[src/rtl/rclsc_pkg.sv]
`timescale 1ns / 1ps
package rclsc_pkg;

    // Sample window and gap, in sample index units
    localparam int unsigned WINDOW_START = 70;
    localparam int unsigned WINDOW_END   = 230;
    localparam int unsigned GAP_START    = 182;
    localparam int unsigned GAP_END      = 193;

    typedef struct packed {
        logic [14:0] sample;
        logic [7:0]  sample_index;
    } t_in_item;

    typedef struct packed {
        logic signed [31:0] capacitance;
        logic               divide_by_zero;
    } t_out_item;

    typedef struct packed {
        logic        high_voltage_mode;
        logic [15:0] zero_offset;
        logic [15:0] scale_factor;
    } t_cfg;

    // Register indexes on the configuration port
    localparam logic [1:0] REG_HV_MODE = 2'd0;
    localparam logic [1:0] REG_ZERO    = 2'd1;
    localparam logic [1:0] REG_SCALE   = 2'd2;

    // Operand selects of the shared multiplier
    localparam logic [3:0] MUL_YY  = 4'd0;  // y * y
    localparam logic [3:0] MUL_YA  = 4'd1;  // y * (y + y/16 + y/256)
    localparam logic [3:0] MUL_YH  = 4'd2;  // y * (hi - hi/4)
    localparam logic [3:0] MUL_HY8 = 4'd3;  // (hi/8) * (y/256)
    localparam logic [3:0] MUL_YT  = 4'd4;  // y * (t - t/8)
    localparam logic [3:0] MUL_IZ  = 4'd5;  // index * z
    localparam logic [3:0] MUL_SXM = 4'd6;  // sum x * mean of z
    localparam logic [3:0] MUL_SCL = 4'd7;  // adjusted sum xx * scale
    localparam logic [3:0] MUL_RCP = 4'd8;  // sum of z * reciprocal of count, upper half
    localparam logic [3:0] MUL_QN  = 4'd9;  // trial mean * count

    // Controller to datapath commands
    typedef struct packed {
        logic       in_load;
        logic       mul_en;
        logic [3:0] mul_sel;
        logic       acc_init;
        logic       acc_add;
        logic       hi_load;
        logic       sy_add;
        logic       sxy_add;
        logic       mean_load;
        logic       mean_fix;
        logic       div_start;
        logic       sxy_load;
        logic       out_load;
    } t_cmd;

    // Datapath to controller status
    typedef struct packed {
        logic used;
        logic idx_end;
        logic div_done;
        logic sxy_zero;
    } t_sts;

    function automatic logic idx_used(input logic [7:0] i);
        logic in_win;
        logic in_gap;
        in_win = (int'(i) >= WINDOW_START) && (int'(i) <= WINDOW_END);
        in_gap = (int'(i) >= GAP_START) && (int'(i) < GAP_END);
        return in_win && !in_gap;
    endfunction

    function automatic logic [31:0] win_n();
        logic [31:0] s;
        s = '0;
        for (int k = 0; k < 256; k++) begin
            if (idx_used(8'(k))) s = s + 32'd1;
        end
        return s;
    endfunction

    function automatic logic [31:0] win_sx();
        logic [31:0] s;
        s = '0;
        for (int k = 0; k < 256; k++) begin
            if (idx_used(8'(k))) s = s + 32'(k);
        end
        return s;
    endfunction

    function automatic logic [31:0] win_sxx();
        logic [31:0] s;
        s = '0;
        for (int k = 0; k < 256; k++) begin
            if (idx_used(8'(k))) s = s + 32'(k * k);
        end
        return s;
    endfunction

    // Fixed sums over the used indexes
    localparam logic [31:0] N_C     = win_n();
    localparam logic [31:0] SX_C    = win_sx();
    localparam logic [31:0] SXX_RAW = win_sxx();
    localparam logic [31:0] SX_SQ   = SX_C * SX_C;
    localparam logic [31:0] SXX_ADJ = (N_C != 32'd0) ? (SXX_RAW - SX_SQ / N_C) : SXX_RAW;
    localparam logic [31:0] SXX_C   = SXX_ADJ >> 3;

    // floor(2^32 / count), clipped to 32 bits; the trial mean is low by at most one
    localparam logic [31:0] N_RECIP = (N_C <= 32'd1) ? 32'hFFFF_FFFF
                                      : 32'(64'h1_0000_0000 / {32'b0, N_C});

endpackage

[src/rtl/rclsc_div.sv]
`timescale 1ns / 1ps
module rclsc_div (
    input  logic        i_clk,
    input  logic        i_rst_n,
    input  logic        i_start,
    input  logic [31:0] i_dividend,
    input  logic [31:0] i_divisor,
    output logic        o_done,
    output logic [31:0] o_quotient
);
    logic        r_busy;
    logic        r_done;
    logic [4:0]  r_cnt;
    logic [31:0] r_rem;
    logic [31:0] r_quo;
    logic [31:0] r_dvs;
    logic [32:0] rem_sh;
    logic [32:0] diff;

    // One restoring step per cycle
    always_comb begin
        rem_sh = {r_rem, r_quo[31]};
        diff   = rem_sh - {1'b0, r_dvs};
    end

    // Control: busy for 32 steps, then pulse done
    always_ff @(posedge i_clk) begin
        if (!i_rst_n) begin
            r_busy <= 1'b0;
            r_done <= 1'b0;
            r_cnt  <= '0;
        end else begin
            r_done <= 1'b0;
            if (i_start) begin
                r_busy <= 1'b1;
                r_cnt  <= 5'd31;
            end else if (r_busy) begin
                r_cnt <= r_cnt - 5'd1;
                if (r_cnt == 5'd0) begin
                    r_busy <= 1'b0;
                    r_done <= 1'b1;
                end
            end
        end
    end

    // Shift in one quotient bit a cycle
    always_ff @(posedge i_clk) begin
        if (i_start) begin
            r_rem <= '0;
            r_quo <= i_dividend;
            r_dvs <= i_divisor;
        end else if (r_busy) begin
            if (!diff[32]) begin
                r_rem <= diff[31:0];
                r_quo <= {r_quo[30:0], 1'b1};
            end else begin
                r_rem <= rem_sh[31:0];
                r_quo <= {r_quo[30:0], 1'b0};
            end
        end
    end

    assign o_done     = r_done;
    assign o_quotient = r_quo;
endmodule

[src/rtl/rclsc_dp.sv]
`timescale 1ns / 1ps
module rclsc_dp (
    input  logic                 i_clk,
    input  logic                 i_rst_n,
    input  rclsc_pkg::t_cfg      i_cfg,
    input  rclsc_pkg::t_in_item  i_in,
    input  rclsc_pkg::t_cmd      i_cmd,
    output rclsc_pkg::t_sts      o_sts,
    output rclsc_pkg::t_out_item o_out
);
    import rclsc_pkg::*;

    logic [15:0] r_y;
    logic [7:0]  r_idx;
    logic [31:0] r_acc;
    logic [13:0] r_hi;
    logic [31:0] r_prod;
    logic [31:0] r_sy;
    logic [31:0] r_sxy_sum;
    logic [31:0] r_sxy;
    logic [31:0] r_mean;
    t_out_item   r_out;

    logic [31:0] mul_a;
    logic [31:0] mul_b;
    logic [63:0] mul_full;
    logic [15:0] y_sum;
    logic [13:0] hi_diff;
    logic [15:0] t_val;
    logic [15:0] t_diff;
    logic [31:0] mean;
    logic [31:0] rem_n;
    logic        div_done;
    logic [31:0] div_quo;

    always_comb begin
        y_sum   = r_y + (r_y >> 4) + (r_y >> 8);
        hi_diff = r_hi - (r_hi >> 2);
        t_val   = r_prod[15:0];
        t_diff  = t_val - (t_val >> 3);
        mean    = (N_C == 32'd0) ? 32'd0 : r_mean;
        rem_n   = r_sy - r_prod;
    end

    // Select multiplier operands
    always_comb begin
        case (i_cmd.mul_sel)
            MUL_YY: begin
                mul_a = {16'b0, r_y};
                mul_b = {16'b0, r_y};
            end
            MUL_YA: begin
                mul_a = {16'b0, r_y};
                mul_b = {16'b0, y_sum};
            end
            MUL_YH: begin
                mul_a = {16'b0, r_y};
                mul_b = {18'b0, hi_diff};
            end
            MUL_HY8: begin
                mul_a = {21'b0, r_hi[13:3]};
                mul_b = {24'b0, r_y[15:8]};
            end
            MUL_YT: begin
                mul_a = {16'b0, r_y};
                mul_b = {16'b0, t_diff};
            end
            MUL_IZ: begin
                mul_a = {24'b0, r_idx};
                mul_b = {16'b0, r_acc[31:16]};
            end
            MUL_SXM: begin
                mul_a = SX_C;
                mul_b = mean;
            end
            MUL_SCL: begin
                mul_a = SXX_C;
                mul_b = {16'b0, i_cfg.scale_factor};
            end
            MUL_RCP: begin
                mul_a = r_sy;
                mul_b = N_RECIP;
            end
            MUL_QN: begin
                mul_a = r_prod;
                mul_b = N_C;
            end
            default: begin
                mul_a = '0;
                mul_b = '0;
            end
        endcase
    end

    assign mul_full = {32'b0, mul_a} * {32'b0, mul_b};

    // Latch the item, step the log approximation, and register the mean, the scaled xy sum and the output
    always_ff @(posedge i_clk) begin
        if (i_cmd.in_load) begin
            r_y   <= i_cfg.high_voltage_mode ? (16'h8000 - {1'b0, i_in.sample})
                                             : {1'b0, i_in.sample};
            r_idx <= i_in.sample_index;
        end
        if (i_cmd.mul_en) begin
            r_prod <= (i_cmd.mul_sel == MUL_RCP) ? mul_full[63:32] : mul_full[31:0];
        end
        if (i_cmd.acc_init) begin
            r_acc <= {r_y, 16'b0};
        end else if (i_cmd.acc_add) begin
            r_acc <= r_acc + r_prod;
        end
        if (i_cmd.hi_load) r_hi <= r_prod[31:18];
        // Take the trial mean, then bump it where the remainder reaches the count
        if (i_cmd.mean_load) begin
            r_mean <= r_prod;
        end else if (i_cmd.mean_fix && (rem_n >= N_C)) begin
            r_mean <= r_mean + 32'd1;
        end
        if (i_cmd.sxy_load) r_sxy <= (r_sxy_sum - r_prod) >> 6;
        if (i_cmd.out_load) begin
            r_out.divide_by_zero <= (r_sxy == 32'd0);
            r_out.capacitance    <= (r_sxy == 32'd0) ? '1
                                    : $signed(div_quo - {16'b0, i_cfg.zero_offset});
        end
    end

    // Running sums; index zero clears them
    always_ff @(posedge i_clk) begin
        if (!i_rst_n) begin
            r_sy      <= '0;
            r_sxy_sum <= '0;
        end else begin
            if (i_cmd.in_load && i_in.sample_index == 8'd0) begin
                r_sy      <= '0;
                r_sxy_sum <= '0;
            end
            if (i_cmd.sy_add) r_sy <= r_sy + {16'b0, r_acc[31:16]};
            if (i_cmd.sxy_add) r_sxy_sum <= r_sxy_sum + r_prod;
        end
    end

    // Divider for the final quotient
    rclsc_div u_div (
        .i_clk      (i_clk),
        .i_rst_n    (i_rst_n),
        .i_start    (i_cmd.div_start),
        .i_dividend (r_prod),
        .i_divisor  (r_sxy),
        .o_done     (div_done),
        .o_quotient (div_quo)
    );

    always_comb begin
        o_sts.used     = idx_used(r_idx);
        o_sts.idx_end  = (r_idx == 8'(WINDOW_END));
        o_sts.div_done = div_done;
        o_sts.sxy_zero = (r_sxy == 32'd0);
    end

    assign o_out = r_out;
endmodule

[src/rtl/rclsc_ctrl.sv]
`timescale 1ns / 1ps
module rclsc_ctrl (
    input  logic            i_clk,
    input  logic            i_rst_n,
    input  logic            i_in_valid,
    output logic            o_in_ready,
    output logic            o_out_valid,
    input  logic            i_out_ready,
    input  rclsc_pkg::t_sts i_sts,
    output rclsc_pkg::t_cmd o_cmd
);
    import rclsc_pkg::*;

    localparam logic [4:0] S_IDLE = 5'd0;
    localparam logic [4:0] S_CHK  = 5'd1;
    localparam logic [4:0] S_L1   = 5'd2;
    localparam logic [4:0] S_L2   = 5'd3;
    localparam logic [4:0] S_L3   = 5'd4;
    localparam logic [4:0] S_L4   = 5'd5;
    localparam logic [4:0] S_L5   = 5'd6;
    localparam logic [4:0] S_L6   = 5'd7;
    localparam logic [4:0] S_L7   = 5'd8;
    localparam logic [4:0] S_F0   = 5'd9;
    localparam logic [4:0] S_F1   = 5'd10;
    localparam logic [4:0] S_F2   = 5'd11;
    localparam logic [4:0] S_F3   = 5'd12;
    localparam logic [4:0] S_F4   = 5'd13;
    localparam logic [4:0] S_F5   = 5'd14;
    localparam logic [4:0] S_F6   = 5'd15;
    localparam logic [4:0] S_OUT  = 5'd16;

    logic [4:0] r_state;
    logic [4:0] n_state;
    logic       r_out_valid;
    logic       n_out_valid;

    // Sequence the datapath
    always_comb begin
        n_state = r_state;
        o_cmd   = '0;
        unique case (r_state)
            S_IDLE: begin
                o_cmd.in_load = i_in_valid;
                if (i_in_valid) n_state = S_CHK;
            end
            S_CHK: begin
                if (i_sts.used) begin
                    o_cmd.mul_en   = 1'b1;
                    o_cmd.mul_sel  = MUL_YY;
                    o_cmd.acc_init = 1'b1;
                    n_state = S_L1;
                end else if (i_sts.idx_end) begin
                    n_state = S_F0;
                end else begin
                    n_state = S_IDLE;
                end
            end
            S_L1: begin
                o_cmd.hi_load = 1'b1;
                o_cmd.mul_en  = 1'b1;
                o_cmd.mul_sel = MUL_YA;
                n_state = S_L2;
            end
            S_L2: begin
                o_cmd.acc_add = 1'b1;
                o_cmd.mul_en  = 1'b1;
                o_cmd.mul_sel = MUL_YH;
                n_state = S_L3;
            end
            S_L3: begin
                o_cmd.acc_add = 1'b1;
                o_cmd.mul_en  = 1'b1;
                o_cmd.mul_sel = MUL_HY8;
                n_state = S_L4;
            end
            S_L4: begin
                o_cmd.mul_en  = 1'b1;
                o_cmd.mul_sel = MUL_YT;
                n_state = S_L5;
            end
            S_L5: begin
                o_cmd.acc_add = 1'b1;
                n_state = S_L6;
            end
            S_L6: begin
                o_cmd.sy_add  = 1'b1;
                o_cmd.mul_en  = 1'b1;
                o_cmd.mul_sel = MUL_IZ;
                n_state = S_L7;
            end
            S_L7: begin
                o_cmd.sxy_add = 1'b1;
                n_state = i_sts.idx_end ? S_F0 : S_IDLE;
            end
            S_F0: begin
                o_cmd.mul_en  = 1'b1;
                o_cmd.mul_sel = MUL_RCP;
                n_state = S_F1;
            end
            S_F1: begin
                o_cmd.mean_load = 1'b1;
                o_cmd.mul_en    = 1'b1;
                o_cmd.mul_sel   = MUL_QN;
                n_state = S_F2;
            end
            S_F2: begin
                o_cmd.mean_fix = 1'b1;
                n_state = S_F3;
            end
            S_F3: begin
                o_cmd.mul_en  = 1'b1;
                o_cmd.mul_sel = MUL_SXM;
                n_state = S_F4;
            end
            S_F4: begin
                o_cmd.sxy_load = 1'b1;
                o_cmd.mul_en   = 1'b1;
                o_cmd.mul_sel  = MUL_SCL;
                n_state = S_F5;
            end
            S_F5: begin
                if (i_sts.sxy_zero) begin
                    n_state = S_OUT;
                end else begin
                    o_cmd.div_start = 1'b1;
                    n_state = S_F6;
                end
            end
            S_F6: begin
                if (i_sts.div_done) n_state = S_OUT;
            end
            S_OUT: begin
                if (!r_out_valid || i_out_ready) begin
                    o_cmd.out_load = 1'b1;
                    n_state = S_IDLE;
                end
            end
            default: n_state = S_IDLE;
        endcase
    end

    // Hold the result until the receiver takes it
    always_comb begin
        if (o_cmd.out_load) begin
            n_out_valid = 1'b1;
        end else if (r_out_valid && i_out_ready) begin
            n_out_valid = 1'b0;
        end else begin
            n_out_valid = r_out_valid;
        end
    end

    always_ff @(posedge i_clk) begin
        if (!i_rst_n) begin
            r_state     <= S_IDLE;
            r_out_valid <= 1'b0;
        end else begin
            r_state     <= n_state;
            r_out_valid <= n_out_valid;
        end
    end

    assign o_in_ready  = (r_state == S_IDLE);
    assign o_out_valid = r_out_valid;
endmodule

[src/rtl/rc_log_slope_capacitance.sv]
`timescale 1ns / 1ps
// Capacitance from the log-linearized RC charge curve.
// Input channel (i_in_valid / o_in_ready / i_in_data) carries one
// accumulated sample with its index per transfer. Index zero clears the
// running sums; indexes inside the window and outside the gap add to them.
// Output channel (o_out_valid / i_out_ready / o_out_data) carries one
// capacitance transfer for each item whose index equals the window end.
// Sequencing: the block accepts one item at a time; an unused item passes
// accept and check, a used item also steps the log approximation on the
// single shared multiplier. A window-end item then computes the mean of z
// (reciprocal product, one correction) and the scaled sums, runs the
// bit-serial divider (32 steps) and loads the output register; when the
// scaled xy sum is zero the divider is skipped.
// The finished result sits in the output register; the block takes new
// items while it waits, and stalls only when a second result is ready
// before the first was taken.
// Reset (synchronous, active low) clears the sums, the sequencer, the
// output valid and the registers to their defaults (scale 5447).
// Configuration: APB, registers at 0x0 mode, 0x4 offset, 0x8 scale.
module rc_log_slope_capacitance (
    input  logic                 i_clk,
    input  logic                 i_rst_n,
    input  logic                 i_in_valid,
    output logic                 o_in_ready,
    input  rclsc_pkg::t_in_item  i_in_data,
    output logic                 o_out_valid,
    input  logic                 i_out_ready,
    output rclsc_pkg::t_out_item o_out_data,
    input  logic                 psel,
    input  logic                 penable,
    input  logic                 pwrite,
    input  logic [3:0]           paddr,
    input  logic [31:0]          pwdata,
    output logic [31:0]          prdata,
    output logic                 pready
);
    import rclsc_pkg::*;

    t_cfg r_cfg;
    t_cmd cmd;
    t_sts sts;
    logic wr_en;

    assign wr_en  = psel && penable && pwrite;
    assign pready = 1'b1;

    // Write configuration registers
    always_ff @(posedge i_clk) begin
        if (!i_rst_n) begin
            r_cfg.high_voltage_mode <= 1'b0;
            r_cfg.zero_offset       <= 16'd0;
            r_cfg.scale_factor      <= 16'd5447;
        end else if (wr_en) begin
            unique case (paddr[3:2])
                REG_HV_MODE: r_cfg.high_voltage_mode <= pwdata[0];
                REG_ZERO:    r_cfg.zero_offset       <= pwdata[15:0];
                REG_SCALE:   r_cfg.scale_factor      <= pwdata[15:0];
                default: ;
            endcase
        end
    end

    // Read back
    always_comb begin
        unique case (paddr[3:2])
            REG_HV_MODE: prdata = {31'b0, r_cfg.high_voltage_mode};
            REG_ZERO:    prdata = {16'b0, r_cfg.zero_offset};
            REG_SCALE:   prdata = {16'b0, r_cfg.scale_factor};
            default:     prdata = 32'd0;
        endcase
    end

    rclsc_ctrl u_ctrl (
        .i_clk       (i_clk),
        .i_rst_n     (i_rst_n),
        .i_in_valid  (i_in_valid),
        .o_in_ready  (o_in_ready),
        .o_out_valid (o_out_valid),
        .i_out_ready (i_out_ready),
        .i_sts       (sts),
        .o_cmd       (cmd)
    );

    rclsc_dp u_dp (
        .i_clk   (i_clk),
        .i_rst_n (i_rst_n),
        .i_cfg   (r_cfg),
        .i_in    (i_in_data),
        .i_cmd   (cmd),
        .o_sts   (sts),
        .o_out   (o_out_data)
    );
endmodule

[config.mk]
export PLATFORM = sky130hd
export DESIGN_NAME = rc_log_slope_capacitance
export DESIGN_NICKNAME = d
export VERILOG_FILES = /design/src/rtl/rclsc_pkg.sv /design/src/rtl/rclsc_div.sv /design/src/rtl/rclsc_dp.sv /design/src/rtl/rclsc_ctrl.sv /design/src/rtl/rc_log_slope_capacitance.sv
export SDC_FILE = /design/constraint.sdc
export NUM_CORES = 2
export LEC_CHECK = 0
export BUFFER_PORTS_ARGS = -buffer_cell sky130_fd_sc_hd__buf_4
export CAP_MARGIN = 20
export CORE_MARGIN = 2
export CORE_UTILIZATION = 40
export DETAILED_ROUTE_END_ITERATION = 7
export GPL_ROUTABILITY_DRIVEN = 1
export SLEW_MARGIN = 0
export SYNTH_ARGS = -nofsm -noshare
export SYNTH_HDL_FRONTEND = slang
export SYNTH_HIERARCHICAL = 1
export SYNTH_SLANG_ARGS = --single-unit
[constraint.sdc]
create_clock -name i_clk -period 15.6 [get_ports i_clk]
set_clock_uncertainty 0.05 [all_clocks]
set_input_delay 3.12 -clock i_clk [delete_from_list [all_inputs] [get_ports i_clk]]
set_output_delay 3.12 -clock i_clk [all_outputs]
set_load 0.1 [all_outputs]
# == Word level (Yosys, flattened, before mapping) ==
# Cells that the tools add are included.
# totals
output_inout_bits,68
reg_bits,393
elab_cells,153
inputBits,66
# op_classes
n_mul,1
n_eq_ne,31
mux,46
n_bitwise,2
n_reduce_logical,30
order_cmp,5
add_sub_neg,14
# op_table
op,count
32-bit 2-to-1 mux,11
32-bit one-hot mux with 10 select lines,1
32-bit one-hot mux with 7 select lines,1
5-bit one-hot mux with 17 select lines,1
32-bit adder,2
32-bit by 32-bit multiplier with 64-bit output,1
32-bit subtractor,2
5-bit one-hot mux with 10 select lines,1
16-bit one-hot mux with 3 select lines,1
"5-bit by 4-bit == test with 1-bit output, second input constant",8
33-bit by 26-bit subtractor with 33-bit output,1
"32-bit by 1-bit adder with 32-bit output, second input constant",1
32-bit by 16-bit adder with 32-bit output,1
"32-bit by 8-bit greater-or-equal comparator with 1-bit output, second input constant",1
32-bit zero test,1
32-bit by 16-bit subtractor with 32-bit output,1
5-bit 2-to-1 mux,6
"5-bit by 3-bit == test with 1-bit output, second input constant",4
1-bit 2-to-1 mux,20
16-bit by 12-bit adder with 16-bit output,1
16-bit by 8-bit adder with 16-bit output,1
"4-bit by 3-bit == test with 1-bit output, second input constant",4
16-bit by 13-bit subtractor with 16-bit output,1
"16-bit by 15-bit subtractor with 16-bit output, first input constant",1
other kinds (33),56

# == Depth between registers and ports, before layout ==
# depth
depth_word,11
mapped_depth,46
mapped_depth_nobuf,44

# == By module ==
# The synthesis kept the hierarchy.
# modules_own_cells
mod,cells_each,instances,seq_area_each_um2,area_each_um2
rclsc_dp,5646,1,6916.6,51137.8
rclsc_div,587,1,2702.6,5855.6
rc_log_slope_capacitance,180,1,660.6,1691.6
rclsc_ctrl,98,1,120.1,718.2

# == Worst setup path before layout ==
# OpenSTA, ideal clock, no wires.
# synth_path
path_kind,register -> register
from,register u_dp.r_y[9]
to,"register u_dp.r_prod[26], data pin"
arrival_time_ps,9997
t_required_ps,15280
slack_ps,5283
period_less_slack_ps,10317
path_stages_with_launch,41
path_buffers,2
setup_ps,270
path_cell_list,edfxtp_1 -> inv_1 -> fa_1 -> inv_1 -> ha_1 -> fa_1 -> a21o_1 -> a21oi_1 -> o21bai_1 -> a21oi_1 -> o21bai_1 -> nand4_1 -> nand2_1 -> nor4_1 -> nor3_1 -> xor2_1 -> a221o_1 -> clkbuf_1 -> (+5 left out) -> fa_1 -> inv_1 -> fa_1 -> fa_1 -> fa_1 -> ha_1 -> clkbuf_1 -> a21o_1 -> a21o_1 -> a21o_1 -> a21o_1 -> a221oi_1 -> o211ai_1 -> a21oi_1 -> o21ai_1 -> a41oi_1 -> xor2_1 -> a21oi_1
# synth_between
elab_chain_cells,5
word_cells_on_any_way,6
classes_between,add/sub (2); mul (1); mux (3)
# synth_rtl
element,line,text
from (decl),rclsc_dp.sv:13,logic [15:0] r_y;
from (signal assigned),rclsc_dp.sv:100,"r_y <= i_cfg.high_voltage_mode ? (16'h8000 - {1'b0, i_in.sample})"
16-bit by 12-bit adder with 16-bit output,rclsc_dp.sv:37,y_sum = r_y + (r_y >> 4) + (r_y >> 8);
16-bit by 8-bit adder with 16-bit output,rclsc_dp.sv:37,
32-bit one-hot mux with 10 select lines,rclsc_dp.sv:47,case (i_cmd.mul_sel)
32-bit by 32-bit multiplier with 64-bit output (*),rclsc_dp.sv:95,"assign mul_full = {32'b0, mul_a} * {32'b0, mul_b};"
32-bit 2-to-1 mux (*),rclsc_dp.sv:105,r_prod <= (i_cmd.mul_sel == MUL_RCP) ? mul_full[63:32] : mul_full[31:0];
to (signal assigned),rclsc_dp.sv:105,
to (decl),rclsc_dp.sv:17,logic [31:0] r_prod;
# Mark *: on every way between the ends. The rest lies on a longest branch, timed or not.
# A chain may end at the register's enable or synchronous reset.

==> flow_results.org <==
** Placement
- The placed instances occupy a cell area of 63700 um2.
- In this run the tool buffered the top-level ports with ~100 buffer cells.
- Final weighted congestion in routability-driven placement :: roughly 0.95
- Sum of net half-perimeters after detailed placement :: between 100000 and 150000 um

** Worst setup path
- Required time reported for the critical path endpoint :: 15.90 ns
- Maximum fanout along the worst path :: 27
- Cell occurring most often along the worst timing path :: sky130_fd_sc_hd__fa_1
- Worst EP arrival :: 12.26 ns
- Worst Setup End Kind :: flip-flop
- Worst stage delay on the critical path :: about 0.93 ns
- STA classifies the critical path startpoint as a flip-flop.
- Slowest library cell on the worst path :: sky130_fd_sc_hd__nor2_1
- The critical path is of the flip-flop to flip-flop type.

** Timing
- Number of endpoints failing setup at the final stage :: 0
- For this run, the top clock speed supported by timing is 83.6 MHz.
- For the pin with the worst max-slew slack, the measured transition is 1.21 ns.
- Subtracting the final worst setup slack from the clock period gives 11.96 ns.
- The total count of max-transition violations in the final report came to 0.
- Number of hold-slack violations in the final timing report :: 0
- Final TNS setup :: 0 ns
- After layout, the worst path uses 76.7% of the clock period.
- Measured against its own limit, the worst slew margin works out to about a fifth.
- Setup repair after global routing left no endpoint under its margin.

** Die
- In this run the core area contains approximately 140 standard-cell rows.
- The floorplan step defined a die boundary enclosing 152000 um2.
- Once the floorplan was initialized, standard cells occupied 40.2% of the core.
- Total I/O pin count :: 134
- Die extent in x :: 389 um
- Die height :: just under 400 um
- Placeable core region :: 148000 um2

** Global routing
- Entering global routing, the biggest net connects 113 pins.
- The total overflow left after global routing is 0.
- Wire length of the first global-routing pass :: roughly 280000 um
- The number of global-route vias before repair is 47.7k.
- For this run, the total global-route usage over all layers was measured as 24.6%.
- The number of antenna violations at the first check in global routing was 4.

** Synth
- After synthesis, the mean cell area works out to 9.12 um2.
- Most used flip-flop cell after synthesis :: sky130_fd_sc_hd__edfxtp_1
- Combined area of all synthesized cells :: 59400 um2
- The top cell type by area accounts for 30.8% of the synthesized area.
- After synthesis, the netlist uses 118 different library cells.
- Cell taking the most area after synthesis :: sky130_fd_sc_hd__fa_1
- Portion of the post-synthesis area used by sequential elements :: roughly 18%
- Proportion of register bits with asynchronous set or reset after synthesis :: 0%
- Ranking of synthesized cells by area :: sky130_fd_sc_hd__fa_1 31%, sky130_fd_sc_hd__edfxtp_1 12%, sky130_fd_sc_hd__ha_1 10%
- For this run, the number of Yosys warnings is 6.
- Cells after Synth :: 6511
- Flip-flop and latch count after synthesis :: 399
- Number of enable-type register cells in the synthesized netlist :: 241

** Drt
- Vias after detailed routing :: 46.5k
- Using the TritonRoute via totals, the vias-per-cell ratio works out to 5.25.
- Wire per inst :: 20.9 um
- Antenna viol nets, final :: 0
- The routed design has ~180000 um of wire.
- Pre-Repair DR Iteration Count :: 6
- After detailed routing, the number of remaining DRC violations is 0.
- DRC marker count from the first detailed-route iteration :: 3296

** Status
- Run status :: complete, no violations

** Clock tree
- The clock reaches the later pin of the worst-skew pair after 0.65 ns.
- Clock root buffer :: sky130_fd_sc_hd__clkbuf_16
- Clock transition at the registers of the reported paths :: 0.06 ns
- Number of hold buffers added after cts :: 0
- In this run, post-CTS repair resized a total of 0 instances.
- Clock sink total :: 399
- Clock tree from TritonCTS :: yes
- Post-CTS timing repair inserted 0 buffers for setup.
- Maximum level of the CTS H-tree :: 2
- Deepest clock path buffer count :: 3
- Buffers inserted during clock tree synthesis total 51.

** Layout
- Share of final-layout standard cells stronger than drive strength 1 :: around 6.2%
- Post-route design area :: 65500 um2
- The final layout contains 8352 nets.
- The area growth from synthesis to layout is 10.2%.
- The library cell used most frequently in the layout, excluding fill and tap cells, is sky130_fd_sc_hd__inv_1.
- Once layout is complete, the utilization of the core stands at 44.3%.
- Most used cells in the layout excluding fill and tap cells :: 1205 x sky130_fd_sc_hd__inv_1, 913 x sky130_fd_sc_hd__fa_1, 752 x sky130_fd_sc_hd__nand2_1, 496 x sky130_fd_sc_hd__ha_1, 424 x sky130_fd_sc_hd__nor2_1

** Worst hold path
- The min-delay analysis places its worst path in the category flip-flop to flip-flop.

** Run
- MaxCap Viol Count :: 0
==> sequential cells by signal, indices dropped and copies added, names as in the netlist <==
name	count
u_dp/o_out	33
u_dp/r_idx	8
u_ctrl/r_state	5
u_dp/r_y	16
u_dp/r_acc	32
r_cfg	33
u_dp/r_sxy_sum	32
u_dp/u_div/r_busy	1
u_dp/mean	32
u_dp/r_sy	32
u_dp/u_div/r_rem	32
u_dp/r_prod	32
u_dp/u_div/o_done	1
u_dp/u_div/r_cnt	5
u_ctrl/o_out_valid	1
u_dp/r_hi	14
u_dp/u_div/o_quotient	32
u_dp/r_sxy	26
u_dp/u_div/r_dvs	32
==> synthesized netlist by cell type (13+ instances only) <==
cell                       count
sky130_fd_sc_hd__a211o_1      13
sky130_fd_sc_hd__a211oi_1     37
sky130_fd_sc_hd__a21o_1       96
sky130_fd_sc_hd__a21oi_1     286
sky130_fd_sc_hd__a221oi_1     23
sky130_fd_sc_hd__a22o_1       18
sky130_fd_sc_hd__a22oi_1      25
sky130_fd_sc_hd__a311oi_1     18
sky130_fd_sc_hd__a31oi_1      39
sky130_fd_sc_hd__and2_1       30
sky130_fd_sc_hd__and3_1       66
sky130_fd_sc_hd__buf_1        19
sky130_fd_sc_hd__buf_2        32
sky130_fd_sc_hd__buf_4        22
sky130_fd_sc_hd__clkbuf_1    177
sky130_fd_sc_hd__dfxtp_1     158
sky130_fd_sc_hd__edfxtp_1    241
sky130_fd_sc_hd__fa_1        913
sky130_fd_sc_hd__ha_1        496
sky130_fd_sc_hd__inv_1      1205
sky130_fd_sc_hd__mux2_2       42
sky130_fd_sc_hd__mux2i_1      45
sky130_fd_sc_hd__nand2_1     752
sky130_fd_sc_hd__nand2b_1     57
sky130_fd_sc_hd__nand3_1     114
sky130_fd_sc_hd__nand4_1      48
sky130_fd_sc_hd__nor2_1      430
sky130_fd_sc_hd__nor2b_1      48
sky130_fd_sc_hd__nor3_1       71
sky130_fd_sc_hd__nor4_1       25
sky130_fd_sc_hd__o211ai_1     30
sky130_fd_sc_hd__o21a_1       39
sky130_fd_sc_hd__o21ai_0     170
sky130_fd_sc_hd__o21ai_1      61
sky130_fd_sc_hd__o21bai_1     43
sky130_fd_sc_hd__o31ai_1      35
sky130_fd_sc_hd__or2_2        21
sky130_fd_sc_hd__or3_1        23
sky130_fd_sc_hd__or4_1        13
sky130_fd_sc_hd__xnor2_1     184
sky130_fd_sc_hd__xor2_1      102
==> area by class of cell <==
cell class | count | area [um2]
diodes | 6 | 15.0
clock buffers | 64 | 1380
clock inverters | 32 | 415
fillers | 14400 | 82200
inverters | 1212 | 4550
multi-input cells | 5018 | 44800
flip-flops and latches | 399 | 10400
well taps | 1930 | 2410
repair buffers | 195 | 1500
==> metal layers <==
| metal | GRT usage, % | share of wire (%) | vias to the layer above |
|---|---|---|---|
| li1 | - | - | 21500 |
| met1 | 31.1 | 41 | 23300 |
| met2 | 41.9 | 48 | 1332 |
| met3 | 3.72 | 6.1 | 363 |
| met4 | 10.1 | 4.7 | 4 |
| met5 | 0 | 0.015 | - |
==> worst max-delay path, delay by kind of cell, from the launching register on <==
kind | cells | cell delay (ns)
adders and majority gates | 9 | 4.35
and+or+nand+nor | 8 | 2.97
AOI/OAI and AO/OA | 10 | 2.58
DFF | 1 | 0.91
buffers and inverters | 4 | 0.44
xor gates and xnor gates | 1 | 0.32
==> metrics by stage <==
stage,setup slack (ns),hold WS (ns),std cells
6_report,3.64,0.398,8856
3_5_place_dp,3.77,0.385,8754
4_1_cts,3.76,0.400,8850
2_1_floorplan,5.28,0.367,6890
5_1_grt,3.13,0.407,8850
3_3_place_gp,3.83,0.384,8752
==> cell families after synthesis <==
group | Yosys count | synth area share, %
AND/OR/NAND/NOR | 1763 | 13.5
buffers and inverters | 1473 | 9.70
adder cells (fa/ha/maj) | 1410 | 41.2
AO/OA/AOI/OAI | 1085 | 12.2
flip-flops | 399 | 17.5
XOR/XNOR | 288 | 4.29
multiplexers | 89 | 1.60
other | 4 | 0.0253
==> worst paths after layout <==
check | from | cells after the start | slack [ns] | to
max | u_ctrl/r_state[0]$_SDFFE_PN0P_ | 32 | 3.64 | u_dp/r_prod[20]$_DFFE_PP_
min | u_dp/r_sxy[12]$_DFFE_PP_ | 0 | 0.40 | u_dp/u_div/r_dvs[12]$_DFFE_PP_
max reg2reg | u_ctrl/r_state[0]$_SDFFE_PN0P_ | 32 | 3.64 | u_dp/r_prod[20]$_DFFE_PP_
min reg2reg | u_dp/r_sxy[12]$_DFFE_PP_ | 0 | 0.40 | u_dp/u_div/r_dvs[12]$_DFFE_PP_
Power is left out: the tool's default activity adds up to more than one toggle a clock period on the data nets, which glitch-free logic cannot reach.
